File: src/hdl/u8s_pkg.sv
// ----------------------------------------------------------------------------
// u8s_pkg
// Types, constants and lead-byte decode for the UTF-8 sanitizer.
// ----------------------------------------------------------------------------
package u8s_pkg;

  localparam int unsigned FifoDepth = 2;

  localparam logic [7:0] LeadMin2   = 8'hC2;
  localparam logic [7:0] LeadE0     = 8'hE0;
  localparam logic [7:0] LeadED     = 8'hED;
  localparam logic [7:0] LeadF0     = 8'hF0;
  localparam logic [7:0] LeadF4     = 8'hF4;
  localparam logic [7:0] ContMin    = 8'h80;
  localparam logic [7:0] ContMax    = 8'hBF;
  localparam logic [7:0] LoE0       = 8'hA0;
  localparam logic [7:0] HiED       = 8'h9F;
  localparam logic [7:0] LoF0       = 8'h90;
  localparam logic [7:0] HiF4       = 8'h8F;
  localparam logic [7:0] RepByte0   = 8'hEF;
  localparam logic [7:0] RepByte1   = 8'hBF;
  localparam logic [7:0] RepByte2   = 8'hBD;

  typedef struct packed {
    logic [7:0] in_byte;
    logic       in_last;
  } in_item_t;

  typedef struct packed {
    logic [7:0] out_byte;
    logic       run_last;
    logic       stream_end;
    logic       stream_valid;
  } out_item_t;

  // one request's worth of output: [replacement] data bytes [replacement]
  typedef struct packed {
    logic            rep_a;
    logic            rep_b;
    logic [2:0]      n_data;
    logic [3:0][7:0] data;
    logic            last;
    logic            clean_end;
  } cmd_t;

  // sequence length of a lead byte, 0 when it cannot start one
  function automatic logic [2:0] lead_len(input logic [7:0] b);
    logic [2:0] len;
    if (b < ContMin) begin
      len = 3'd1;
    end else if (b < LeadMin2) begin
      len = 3'd0;
    end else if (b < LeadE0) begin
      len = 3'd2;
    end else if (b < LeadF0) begin
      len = 3'd3;
    end else if (b <= LeadF4) begin
      len = 3'd4;
    end else begin
      len = 3'd0;
    end
    return len;
  endfunction

  function automatic logic [7:0] second_lo(input logic [7:0] lead);
    logic [7:0] lo;
    if (lead == LeadE0) begin
      lo = LoE0;
    end else if (lead == LeadF0) begin
      lo = LoF0;
    end else begin
      lo = ContMin;
    end
    return lo;
  endfunction

  function automatic logic [7:0] second_hi(input logic [7:0] lead);
    logic [7:0] hi;
    if (lead == LeadED) begin
      hi = HiED;
    end else if (lead == LeadF4) begin
      hi = HiF4;
    end else begin
      hi = ContMax;
    end
    return hi;
  endfunction

  function automatic logic [7:0] rep_byte(input logic [1:0] idx);
    logic [7:0] r;
    case (idx)
      2'd0:    r = RepByte0;
      2'd1:    r = RepByte1;
      default: r = RepByte2;
    endcase
    return r;
  endfunction

endpackage

File: src/hdl/u8s_front.sv
// ----------------------------------------------------------------------------
// u8s_front
// Accepts bytes, tracks the open sequence and issues output commands.
// ----------------------------------------------------------------------------
module u8s_front (
  input  logic              clk,
  input  logic              rst_n,
  input  logic              in_valid,
  output logic              in_ready,
  input  u8s_pkg::in_item_t in_data,
  input  logic              q_full,
  output logic              q_push,
  output u8s_pkg::cmd_t     q_cmd
);

  logic [2:0][7:0] held_r, held_nxt;
  logic [1:0]      cnt_r, cnt_nxt;
  logic [2:0]      exp_r, exp_nxt;
  logic            err_r, err_nxt;

  logic [7:0] b;
  logic       last;
  logic       ok;
  logic [2:0] len;
  logic       do_lead;
  logic       rep_a, rep_b;
  logic [2:0] n_data;
  logic [3:0][7:0] data;
  logic       accept;

  assign b        = in_data.in_byte;
  assign last     = in_data.in_last;
  assign in_ready = !q_full;
  assign accept   = in_valid && in_ready;
  assign len      = u8s_pkg::lead_len(b);

  always_comb begin
    held_nxt = held_r;
    cnt_nxt  = cnt_r;
    exp_nxt  = exp_r;
    rep_a    = 1'b0;
    rep_b    = 1'b0;
    n_data   = 3'd0;
    data     = {4{b}};
    do_lead  = 1'b1;
    ok       = 1'b0;

    if (cnt_r != 2'd0) begin
      if (cnt_r == 2'd1) begin
        ok = (b >= u8s_pkg::second_lo(held_r[0])) && (b <= u8s_pkg::second_hi(held_r[0]));
      end else begin
        ok = (b[7:6] == 2'b10);
      end
      if (ok) begin
        do_lead = 1'b0;
        if (({1'b0, cnt_r} + 3'd1) >= exp_r) begin
          // sequence complete: held bytes then this one
          for (int i = 0; i < 3; i++) begin
            if (2'(i) < cnt_r) begin
              data[i] = held_r[i];
            end
          end
          n_data  = {1'b0, cnt_r} + 3'd1;
          cnt_nxt = 2'd0;
          exp_nxt = 3'd0;
        end else begin
          held_nxt[cnt_r] = b;
          cnt_nxt         = cnt_r + 2'd1;
        end
      end else begin
        // broken prefix, then retry byte as a lead
        rep_a   = 1'b1;
        cnt_nxt = 2'd0;
        exp_nxt = 3'd0;
      end
    end

    if (do_lead) begin
      cnt_nxt = 2'd0;
      exp_nxt = 3'd0;
      if (len == 3'd1) begin
        n_data = 3'd1;
      end else if (len == 3'd0) begin
        rep_b = 1'b1;
      end else begin
        held_nxt[0] = b;
        cnt_nxt     = 2'd1;
        exp_nxt     = len;
      end
    end

    // cut off at end of stream
    if (last && (cnt_nxt != 2'd0)) begin
      rep_b   = 1'b1;
      cnt_nxt = 2'd0;
      exp_nxt = 3'd0;
    end

    err_nxt = last ? 1'b0 : (err_r | rep_a | rep_b);
  end

  assign q_cmd.rep_a     = rep_a;
  assign q_cmd.rep_b     = rep_b;
  assign q_cmd.n_data    = n_data;
  assign q_cmd.data      = data;
  assign q_cmd.last      = last;
  assign q_cmd.clean_end = last & ~(err_r | rep_a | rep_b);
  assign q_push          = accept && (rep_a || rep_b || (n_data != 3'd0));

  always_ff @(posedge clk) begin
    if (!rst_n) begin
      cnt_r <= 2'd0;
      exp_r <= 3'd0;
      err_r <= 1'b0;
    end else if (accept) begin
      cnt_r <= cnt_nxt;
      exp_r <= exp_nxt;
      err_r <= err_nxt;
    end
  end

  always_ff @(posedge clk) begin
    if (accept) begin
      held_r <= held_nxt;
    end
  end

endmodule

File: src/hdl/u8s_fifo.sv
// ----------------------------------------------------------------------------
// u8s_fifo
// Short command queue between front and back.
// ----------------------------------------------------------------------------
module u8s_fifo (
  input  logic          clk,
  input  logic          rst_n,
  input  logic          push,
  input  u8s_pkg::cmd_t push_cmd,
  output logic          full,
  input  logic          pop,
  output logic          not_empty,
  output u8s_pkg::cmd_t head
);

  localparam int unsigned PtrW = $clog2(u8s_pkg::FifoDepth);
  localparam int unsigned CntW = $clog2(u8s_pkg::FifoDepth + 1);

  u8s_pkg::cmd_t mem_r [u8s_pkg::FifoDepth];
  logic [PtrW-1:0] wr_ptr_r, rd_ptr_r;
  logic [CntW-1:0] cnt_r, cnt_nxt;

  assign full      = (cnt_r == CntW'(u8s_pkg::FifoDepth));
  assign not_empty = (cnt_r != '0);
  assign head      = mem_r[rd_ptr_r];

  always_comb begin
    cnt_nxt = cnt_r;
    if (push && !pop) begin
      cnt_nxt = cnt_r + CntW'(1);
    end else if (pop && !push) begin
      cnt_nxt = cnt_r - CntW'(1);
    end
  end

  always_ff @(posedge clk) begin
    if (!rst_n) begin
      wr_ptr_r <= '0;
      rd_ptr_r <= '0;
      cnt_r    <= '0;
    end else begin
      cnt_r <= cnt_nxt;
      if (push) begin
        wr_ptr_r <= (wr_ptr_r == PtrW'(u8s_pkg::FifoDepth - 1)) ? '0 : wr_ptr_r + PtrW'(1);
      end
      if (pop) begin
        rd_ptr_r <= (rd_ptr_r == PtrW'(u8s_pkg::FifoDepth - 1)) ? '0 : rd_ptr_r + PtrW'(1);
      end
    end
  end

  always_ff @(posedge clk) begin
    if (push) begin
      mem_r[wr_ptr_r] <= push_cmd;
    end
  end

endmodule

File: src/hdl/u8s_back.sv
// ----------------------------------------------------------------------------
// u8s_back
// Walks commands into the output register, one byte per cycle unless stalled.
// ----------------------------------------------------------------------------
module u8s_back (
  input  logic               clk,
  input  logic               rst_n,
  input  logic               q_not_empty,
  input  u8s_pkg::cmd_t      q_head,
  output logic               q_pop,
  output logic               out_valid,
  input  logic               out_ready,
  output u8s_pkg::out_item_t out_data
);

  logic [2:0]         pos_r, pos_nxt;
  logic               out_valid_r, out_valid_nxt;
  u8s_pkg::out_item_t out_data_r, out_data_nxt;

  logic [2:0] off_a, off_b, total, j, k;
  logic       advance, final_one;
  logic [7:0] sel_byte;

  assign off_a     = q_head.rep_a ? 3'd3 : 3'd0;
  assign off_b     = q_head.rep_b ? 3'd3 : 3'd0;
  assign total     = off_a + q_head.n_data + off_b;
  assign final_one = (pos_r == (total - 3'd1));
  assign advance   = q_not_empty && (!out_valid_r || out_ready);
  assign q_pop     = advance && final_one;
  assign j         = pos_r - off_a;
  assign k         = j - q_head.n_data;

  always_comb begin
    if (q_head.rep_a && (pos_r < 3'd3)) begin
      sel_byte = u8s_pkg::rep_byte(pos_r[1:0]);
    end else if (j < q_head.n_data) begin
      sel_byte = q_head.data[j[1:0]];
    end else begin
      sel_byte = u8s_pkg::rep_byte(k[1:0]);
    end
  end

  always_comb begin
    pos_nxt       = pos_r;
    out_valid_nxt = out_valid_r;
    out_data_nxt  = out_data_r;
    if (advance) begin
      pos_nxt                   = final_one ? 3'd0 : pos_r + 3'd1;
      out_valid_nxt             = 1'b1;
      out_data_nxt.out_byte     = sel_byte;
      out_data_nxt.run_last     = final_one;
      out_data_nxt.stream_end   = final_one & q_head.last;
      out_data_nxt.stream_valid = final_one & q_head.clean_end;
    end else if (out_ready) begin
      out_valid_nxt = 1'b0;
    end
  end

  always_ff @(posedge clk) begin
    if (!rst_n) begin
      pos_r       <= 3'd0;
      out_valid_r <= 1'b0;
    end else begin
      pos_r       <= pos_nxt;
      out_valid_r <= out_valid_nxt;
    end
  end

  always_ff @(posedge clk) begin
    out_data_r <= out_data_nxt;
  end

  assign out_valid = out_valid_r;
  assign out_data  = out_data_r;

endmodule

File: src/hdl/utf8_validate_and_sanitize.sv
// Path: a request is queued as a command, then leaves via the output register.
// Throughput: 1 input request per cycle while the queue is not full; the back end
//   sends 1 result byte per cycle unless out_ready stalls it; a request emits
//   0 to 6 bytes (a replacement is 3).
// Output rate is set by the single output register fed from the 2-entry queue.
// Reset: rst_n synchronous, active low; clears sequence state, queue and output valid.
// ----------------------------------------------------------------------------
// utf8_validate_and_sanitize
// UTF-8 stream sanitizer with maximal-subpart replacement (U+FFFD).
// ----------------------------------------------------------------------------
//
// Structure:
//   u8s_front - takes one byte per request, checks it against the open
//               sequence (lead range for the second byte, 10xxxxxx after),
//               and turns the outcome into a command:
//                 [EF BF BD] data bytes [EF BF BD]
//               The leading replacement covers a broken prefix; the trailing
//               one covers an invalid lead or a prefix cut off by in_last.
//               Commands with nothing to send are dropped here.
//   u8s_fifo  - two-entry command queue so the front keeps taking bytes
//               while the back is still expanding a replacement.
//   u8s_back  - steps through the head command, one byte a cycle unless stalled,
//               into the output register; tags run_last, stream_end, stream_valid.
//
// stream_valid is decided in the front from the running error flag plus any
// replacement in the current request, and the flag clears after a last byte.
module utf8_validate_and_sanitize (
  input  logic               clk,
  input  logic               rst_n,
  input  logic               in_valid,
  output logic               in_ready,
  input  u8s_pkg::in_item_t  in_data,
  output logic               out_valid,
  input  logic               out_ready,
  output u8s_pkg::out_item_t out_data
);

  logic          q_push, q_full, q_pop, q_not_empty;
  u8s_pkg::cmd_t q_cmd, q_head;

  u8s_front u_front (
    .clk      (clk),
    .rst_n    (rst_n),
    .in_valid (in_valid),
    .in_ready (in_ready),
    .in_data  (in_data),
    .q_full   (q_full),
    .q_push   (q_push),
    .q_cmd    (q_cmd)
  );

  u8s_fifo u_fifo (
    .clk       (clk),
    .rst_n     (rst_n),
    .push      (q_push),
    .push_cmd  (q_cmd),
    .full      (q_full),
    .pop       (q_pop),
    .not_empty (q_not_empty),
    .head      (q_head)
  );

  u8s_back u_back (
    .clk         (clk),
    .rst_n       (rst_n),
    .q_not_empty (q_not_empty),
    .q_head      (q_head),
    .q_pop       (q_pop),
    .out_valid   (out_valid),
    .out_ready   (out_ready),
    .out_data    (out_data)
  );

endmodule

File: config.mk
export PLATFORM = sky130hd
export DESIGN_NAME = utf8_validate_and_sanitize
export DESIGN_NICKNAME = d
export VERILOG_FILES = /design/src/hdl/u8s_pkg.sv /design/src/hdl/u8s_front.sv /design/src/hdl/u8s_fifo.sv /design/src/hdl/u8s_back.sv /design/src/hdl/utf8_validate_and_sanitize.sv
export SDC_FILE = /design/constraint.sdc
export NUM_CORES = 1
export LEC_CHECK = 0
export BUFFER_PORTS_ARGS = -buffer_cell sky130_fd_sc_hd__buf_2
export CORE_ASPECT_RATIO = 0.6
export CORE_MARGIN = 2
export CORE_UTILIZATION = 35
export CTS_CLUSTER_SIZE = 8
export DETAILED_ROUTE_END_ITERATION = 7
export GPL_TIMING_DRIVEN = 0
export PLACE_DENSITY_LB_ADDON = 0.1
export SLEW_MARGIN = 20
export SYNTH_ARGS = -nofsm -noshare
export SYNTH_HDL_FRONTEND = slang
export SYNTH_SLANG_ARGS = --single-unit
File: constraint.sdc
create_clock -name clk -period 4.47 [get_ports clk]
set_input_delay 0.447 -clock clk [delete_from_list [all_inputs] [get_ports clk]]
set_output_delay 0.447 -clock clk [all_outputs]
set_load 0.01 [all_outputs]
==> results of run 1 <==
-- logic make-up (layout without fill, tap and decap cells) --
family,Yosys count,count (layout),synth area share [%]
DFF,128,128,62.8
adders and majority gates,27,27,6.00
AOI/OAI and AO/OA,48,48,5.42
buffers and inverters,33,90,2.32
xor gates and xnor gates,10,10,1.72
and+or+nand+nor,106,106,8.97
muxes,52,52,12.8
-- final timing paths --
path                     from  slack [ps]               end
max                  register         330   u_fifo.cnt_r[1]
min                     rst_n         340     u_front.err_r
max reg2reg          register         330   u_fifo.cnt_r[1]
min reg2reg  u_front.exp_r[2]         480  u_front.exp_r[2]
-- flip-flops by register name, summed over array words and instances (netlist names), named ones only --
| name | flops |
|---|---|
| u_front.exp_r | 3 |
| u_fifo.wr_ptr_r | 1 |
| u_back.pos_r | 3 |
| u_front.cnt_r | 2 |
| u_back.out_valid | 1 |
| u_fifo.rd_ptr_r | 1 |
| u_back.out_data | 11 |
| u_front.held_r | 24 |
| u_front.err_r | 1 |
| u_fifo.cnt_r | 2 |
| u_fifo.mem_r | 78 |
-- cell usage after synthesis, types with 4 or more instances --
master,instances
edfxtp_1,113
nand2_1,34
ha_1,25
inv_1,22
mux2_2,22
nor2_1,19
mux4_2,16
dfxtp_1,15
mux2i_1,13
o21ai_0,13
a21oi_1,11
nor3_1,11
clkbuf_1,6
nand3_1,6
nor2b_1,6
xor2_1,6
nand2b_1,5
nand4_1,5
and2_1,4
buf_2,4
or3_1,4
-- layer usage --
metal,vias to the layer above,track usage [%],routed length (um)
li1,1637,-,-
met5,-,0,0
met3,6,3.73,607
met4,0,4.00,77
met1,1674,24.3,6930
met2,75,19.7,5000
-- what timing repair did --
action                                 in CTS  in global routing
endpoints found under the hold margin       0                  0
setup endpoints to repair                   2                  2
gates cloned                                0                  0
resized for setup                           2                  3
setup buffers                               0                  0
-- critical path, stage by stage, from the launching register on --
cell and delay, ps:
dfxtp_1 350, buf_12 230, mux2i_2 340, ha_1 290, inv_1 70, fa_1 420
ha_1 220, xnor2_1 180, xnor3_1 320, or3_1 360, buf_2 180, or2_4 270
ha_1 320, or3_1 360, a21oi_1 140
-- area by class of cell --
class / count / share of cell area [%]
inverter: 22 / 1.19
tap: 228 / 4.11
clock inverter: 15 / 2.18
buffer: 9 / 0.758
sequential: 128 / 53.2
timing repair buffer: 27 / 2.60
clock buffer: 17 / 6.13
multi-input combinational: 243 / 29.8
-- report_power, final --
group / internal, mW / switching, mW / leakage (nW)
Combinational: 0.584 / 0.738 / 1.05
Clock: 0.782 / 0.570 / 0.267
Sequential: 1.55 / 0.0726 / 1.17
Total: 2.91 / 1.38 / 2.49
==> results.json, run 1 <==
{
  "layout_common_cells": "edfxtp_1 (113), nand2_1 (34), buf_2 (27)",
  "antenna_found_initial": 0,
  "hold_class": "input port to register",
  "ys_warn_count": 0,
  "routed_wl_um": 12600,
  "drcViolationCount": 0,
  "r2r_cells": 14,
  "fmax_mhz": 242,
  "netlist_instances": 404,
  "syn_nets": 444,
  "coreArea_mm2": 0.0164,
  "ys_ff_latch": 128,
  "postSynthAreaPerCell_um2": 14.6,
  "grt_max_degree": 23,
  "arrival_ps": 4480,
  "die_area_mm2": 0.0179,
  "rsz0062_at_grt": "false",
  "worst_hold_path.num_cells": 2,
  "final_nets": 488,
  "finClkSkew_ps": 13.1,
  "placed_area_mm2": 0.00636,
  "drive_gt1_share_pct": 24.1,
  "end_kind": "register",
  "placed_cells": 659,
  "cts_max_level": 4,
  "design_power_total_mw": 4.29,
  "setup_tns_ps": 0,
  "p_per_area_mw_per_mm2": 619,
  "synthToLayoutAreaGrowth_pct": 17.9,
  "wl_per_cell_um": 18.3,
  "dp_slack_ps": -492,
  "die_width_um": 171,
  "die_y_um": 104,
  "first_pass_iters": 5,
  "grt_overflow": 0,
  "synth_edf_count": 113,
  "period_share_pct": 92.6,
  "fin_cells": 689,
  "synth.top_cells.by_area": "edfxtp_1 (58%), mux4_2 (6.1%), ha_1 (5.3%), dfxtp_1 (5.1%), mux2_2 (4.2%)",
  "p_leak_nw": 2.49,
  "synth_top_area_share_pct": 57.7,
  "initial_utilization_pct": 36.0,
  "fin_crit_ps": 4140,
  "layout.area.seq_mm2": 0.00369,
  "io_buffer_count": 25,
  "grt_pass1_wl_um": 19700,
  "critPathKind": "register to register",
  "multi_input_area_mm2": 0.00207,
  "fillers": 1522,
  "setup-violations-final": 0,
  "final_util_pct": 42.4,
  "clk_pin_slew_ps": 60,
  "worst_pin_slew_ps": 749,
  "dr.first_iter.drc_count": 393,
  "cts_sinks": 128,
  "rows": 36,
  "peakVddDrop_v": 0.000241,
  "crit_fanout": 23,
  "setup_ws_ps": 331,
  "required_ps": 4810,
  "yosys.area.top_type": "edfxtp_1",
  "vias": 3392,
  "async_reset_ff_share_pct": 0,
  "io_pins": 26,
  "stdcell_area_mm2": 0.00694,
  "antenna_cells": 0,
  "first_global_vias": 3335,
  "root_buffer": "clkbuf_16",
  "ctsHoldBuffers": 0,
  "outcome": "completed",
  "slew_viol_final": 0,
  "ys_seq_area_share_pct": 62.8,
  "ys.flop_type": "edfxtp_1",
  "numCtsBuffers": 17,
  "netlist_area_mm2": 0.00588,
  "finalHoldViolations": 0,
  "clk_path_buf_depth": 2,
  "hold_ws_ps": 339,
  "viasPerCell": 4.92,
  "cp-start-kind": "register",
  "slew_headroom_pct": 50.1,
  "max-cap-violations": 0,
  "ant_nets": 0,
  "dp_hpwl_um": 9010,
  "track_usage_pct": 15.1,
  "final_common_cell": "edfxtp_1",
  "clk_latency_ps": 410,
  "globalplace.congestion": 0.793,
  "cts_tree": "done",
  "synthDistinctLibCells": 48
}
No activity file was read; power rests on OpenSTA's default activity.
==> run 2: changes to the inputs <==
--- a/config.mk
+++ b/config.mk
@@ -6,5 +6,5 @@
 export NUM_CORES = 1
 export LEC_CHECK = 0
-export BUFFER_PORTS_ARGS = -buffer_cell sky130_fd_sc_hd__buf_2
+export BUFFER_PORTS_ARGS = -buffer_cell sky130_fd_sc_hd__clkbuf_2
 export CORE_ASPECT_RATIO = 0.6
 export CORE_MARGIN = 2
@@ -14,5 +14,4 @@
 export GPL_TIMING_DRIVEN = 0
 export PLACE_DENSITY_LB_ADDON = 0.1
-export SLEW_MARGIN = 20
 export SYNTH_ARGS = -nofsm -noshare
 export SYNTH_HDL_FRONTEND = slang
==> constraint.sdc (replaced) <==
create_clock -name clk -period 4.47 [get_ports clk]
set_input_delay 0.6705 -clock clk [delete_from_list [all_inputs] [get_ports clk]]
set_output_delay 0.6705 -clock clk [all_outputs]
set_load 0.01 [all_outputs]
==> results.json, run 2 (synthesized netlist as in run 1, its figures left out) <==
{
  "grt-busiest-layer": "met1",
  "reg2reg_to": "u_fifo.cnt_r[1]",
  "cp-start-kind": "register",
  "wl_per_cell_um": 18.2,
  "first_pass_iters": 5,
  "clk_latency_ps": 400,
  "max-cap-violations": 0,
  "grt_pass1_wl_um": 19600,
  "p_per_area_mw_per_mm2": 624,
  "end_kind": "register",
  "ant_nets": 0,
  "track_usage_pct": 15.0,
  "cts_sinks": 128,
  "rsz0062_at_grt": "false",
  "die_area_mm2": 0.0179,
  "layout_common_cells": "edfxtp_1 (113), nand2_1 (34), ha_1 (25), clkbuf_2 (25)",
  "grt_use_met3_pct": 3.27,
  "drive_gt1_share_pct": 22.9,
  "final_common_cell": "edfxtp_1",
  "setup-violations-final": 0,
  "largest_reg_flops": 78,
  "viasPerCell": 4.88,
  "coreArea_mm2": 0.0164,
  "grt_max_degree": 35,
  "antenna_cells": 0,
  "io_buffer_count": 25,
  "use_met1_pct": 24.4,
  "slowest_delay_ps": 420,
  "numCtsBuffers": 17,
  "cts_tree": "done",
  "slowest_stage": "fa_1",
  "rows": 36,
  "peakVddDrop_v": 0.000233,
  "antenna_found_initial": 0,
  "dr.first_iter.drc_count": 351,
  "outcome": "completed",
  "rrSetupSlack_ps": 210,
  "initial_utilization_pct": 36.0,
  "globalplace.congestion": 0.796,
  "required_ps": 4800,
  "io_pins": 26,
  "routed_wl_um": 12500,
  "hold_class": "register to register",
  "period_share_pct": 95.3,
  "largest_register": "u_fifo.mem_r",
  "fmax_mhz": 235,
  "setup_tns_ps": 0,
  "worstPathCellList": "buf_6 > buf_8 > mux2i_4 > ha_1 > inv_1 > fa_1 > ha_1 > xnor2_1 > xnor3_1 > or3_1 > buf_2 > or2_4 > ha_1 > or3_1 > a21oi_1",
  "critPathKind": "register to register",
  "worstHoldStart": "u_front.exp_r[0]",
  "slew_headroom_pct": 53.3,
  "hold_end": "u_front.exp_r[0]",
  "die_width_um": 171,
  "grt_overflow": 0,
  "final_nets": 489,
  "slew_viol_final": 0,
  "die_y_um": 104,
  "worst_pin_slew_ps": 693,
  "hold_ws_ps": 469,
  "fillers": 1493,
  "cts_max_level": 4,
  "finClkSkew_ps": 12.5,
  "use_met2_pct": 18.9,
  "first_global_vias": 3328,
  "arrival_ps": 4590,
  "root_buffer": "clkbuf_16",
  "vias": 3366,
  "fin_crit_ps": 4260,
  "drcViolationCount": 0,
  "clk_path_buf_depth": 2,
  "finalHoldViolations": 0,
  "cpMostUsedCell": "ha_1",
  "crit_fanout": 14,
  "worst_hold_path.num_cells": 2,
  "r2r_cells": 15,
  "clk_pin_slew_ps": 50,
  "post_cts.repair.setup_buffers": 0,
  "dp_hpwl_um": 8940,
  "p_leak_nw": 2.52,
  "synthToLayoutAreaGrowth_pct": 18.3
}
==> run 2: changes by cell type in the layout (fill, tap and decap cells not counted), moves of 3 or more <==
cell        change
clkinvlp_4      -5
clkbuf_2       +25
buf_2          -25
inv_6           -5
clkbuf_1        +7
clkbuf_8        +3
==> run 2: worst max path at each step <==
| stage | endpoint | startpoint |
|---|---|---|
| 2_1_floorplan | u_fifo.mem_r[0][0] | u_front.held_r[1] |
| 3_3_place_gp | u_fifo.mem_r[0][28] | in_data[5] |
| 3_5_place_dp | u_fifo.cnt_r[1] | register |
| 4_1_cts | u_fifo.cnt_r[1] | register |
| 5_1_grt | u_fifo.cnt_r[1] | register |
| 6_report | u_fifo.cnt_r[1] | register |
==> run 2: power breakdown <==
part           leakage (nW)  total (mW)  internal (mW)  switching (mW)
registers              1.17        1.62           1.55          0.0744
clock network         0.290        1.41          0.924           0.482
logic                  1.06        1.31          0.583           0.731
==> run 2: metal layers <==
metal	part of all wire, %	vias up
met4	0.56	0
met5	0	-
met1	55	1657
met3	4.9	6
met2	39	68
li1	-	1635
==> run 2: layout make-up <==
cell class	instances	area, um^2	share of cell area (%)
Buffer	10	58.8	0.845
Clock buffer	27	493	7.08
Clock inverter	5	104	1.49
Inverter	22	82.6	1.19
Multi-Input combinational cell	243	2080	29.9
Sequential cell	128	3690	53.1
Tap cell	228	285	4.10
Timing Repair Buffer	27	165	2.37
==> run 2: worst max-delay path, delay by kind of cell (launching register included) <==
kind | cells | cell delay, ps
buf+inv | 4 | 710
compound gates | 1 | 140
flops | 1 | 320
simple gates | 3 | 980
mux | 1 | 300
xor+xnor | 2 | 510
fa+ha+maj | 4 | 1230
==> run 2: stage by stage <==
step	util (%)	area [um^2]	setup WS (ps)	cells	total power, mW
after floorplan	-	5880	105	404	2.58
after global placement	38.5	6290	-1760	657	2.95
after detailed placement	38.8	6340	-508	659	2.97
after CTS	42.5	6940	72.8	690	4.39
after global routing	42.6	6960	2.29	690	4.59
final	42.6	6960	209	690	4.34
==> run 2: what timing repair did <==
action,CTS,global route
cloned,0,0
hold buffers,0,0
resized for setup,3,3
setup endpoints to repair,4,1
endpoints found under the hold margin,0,0
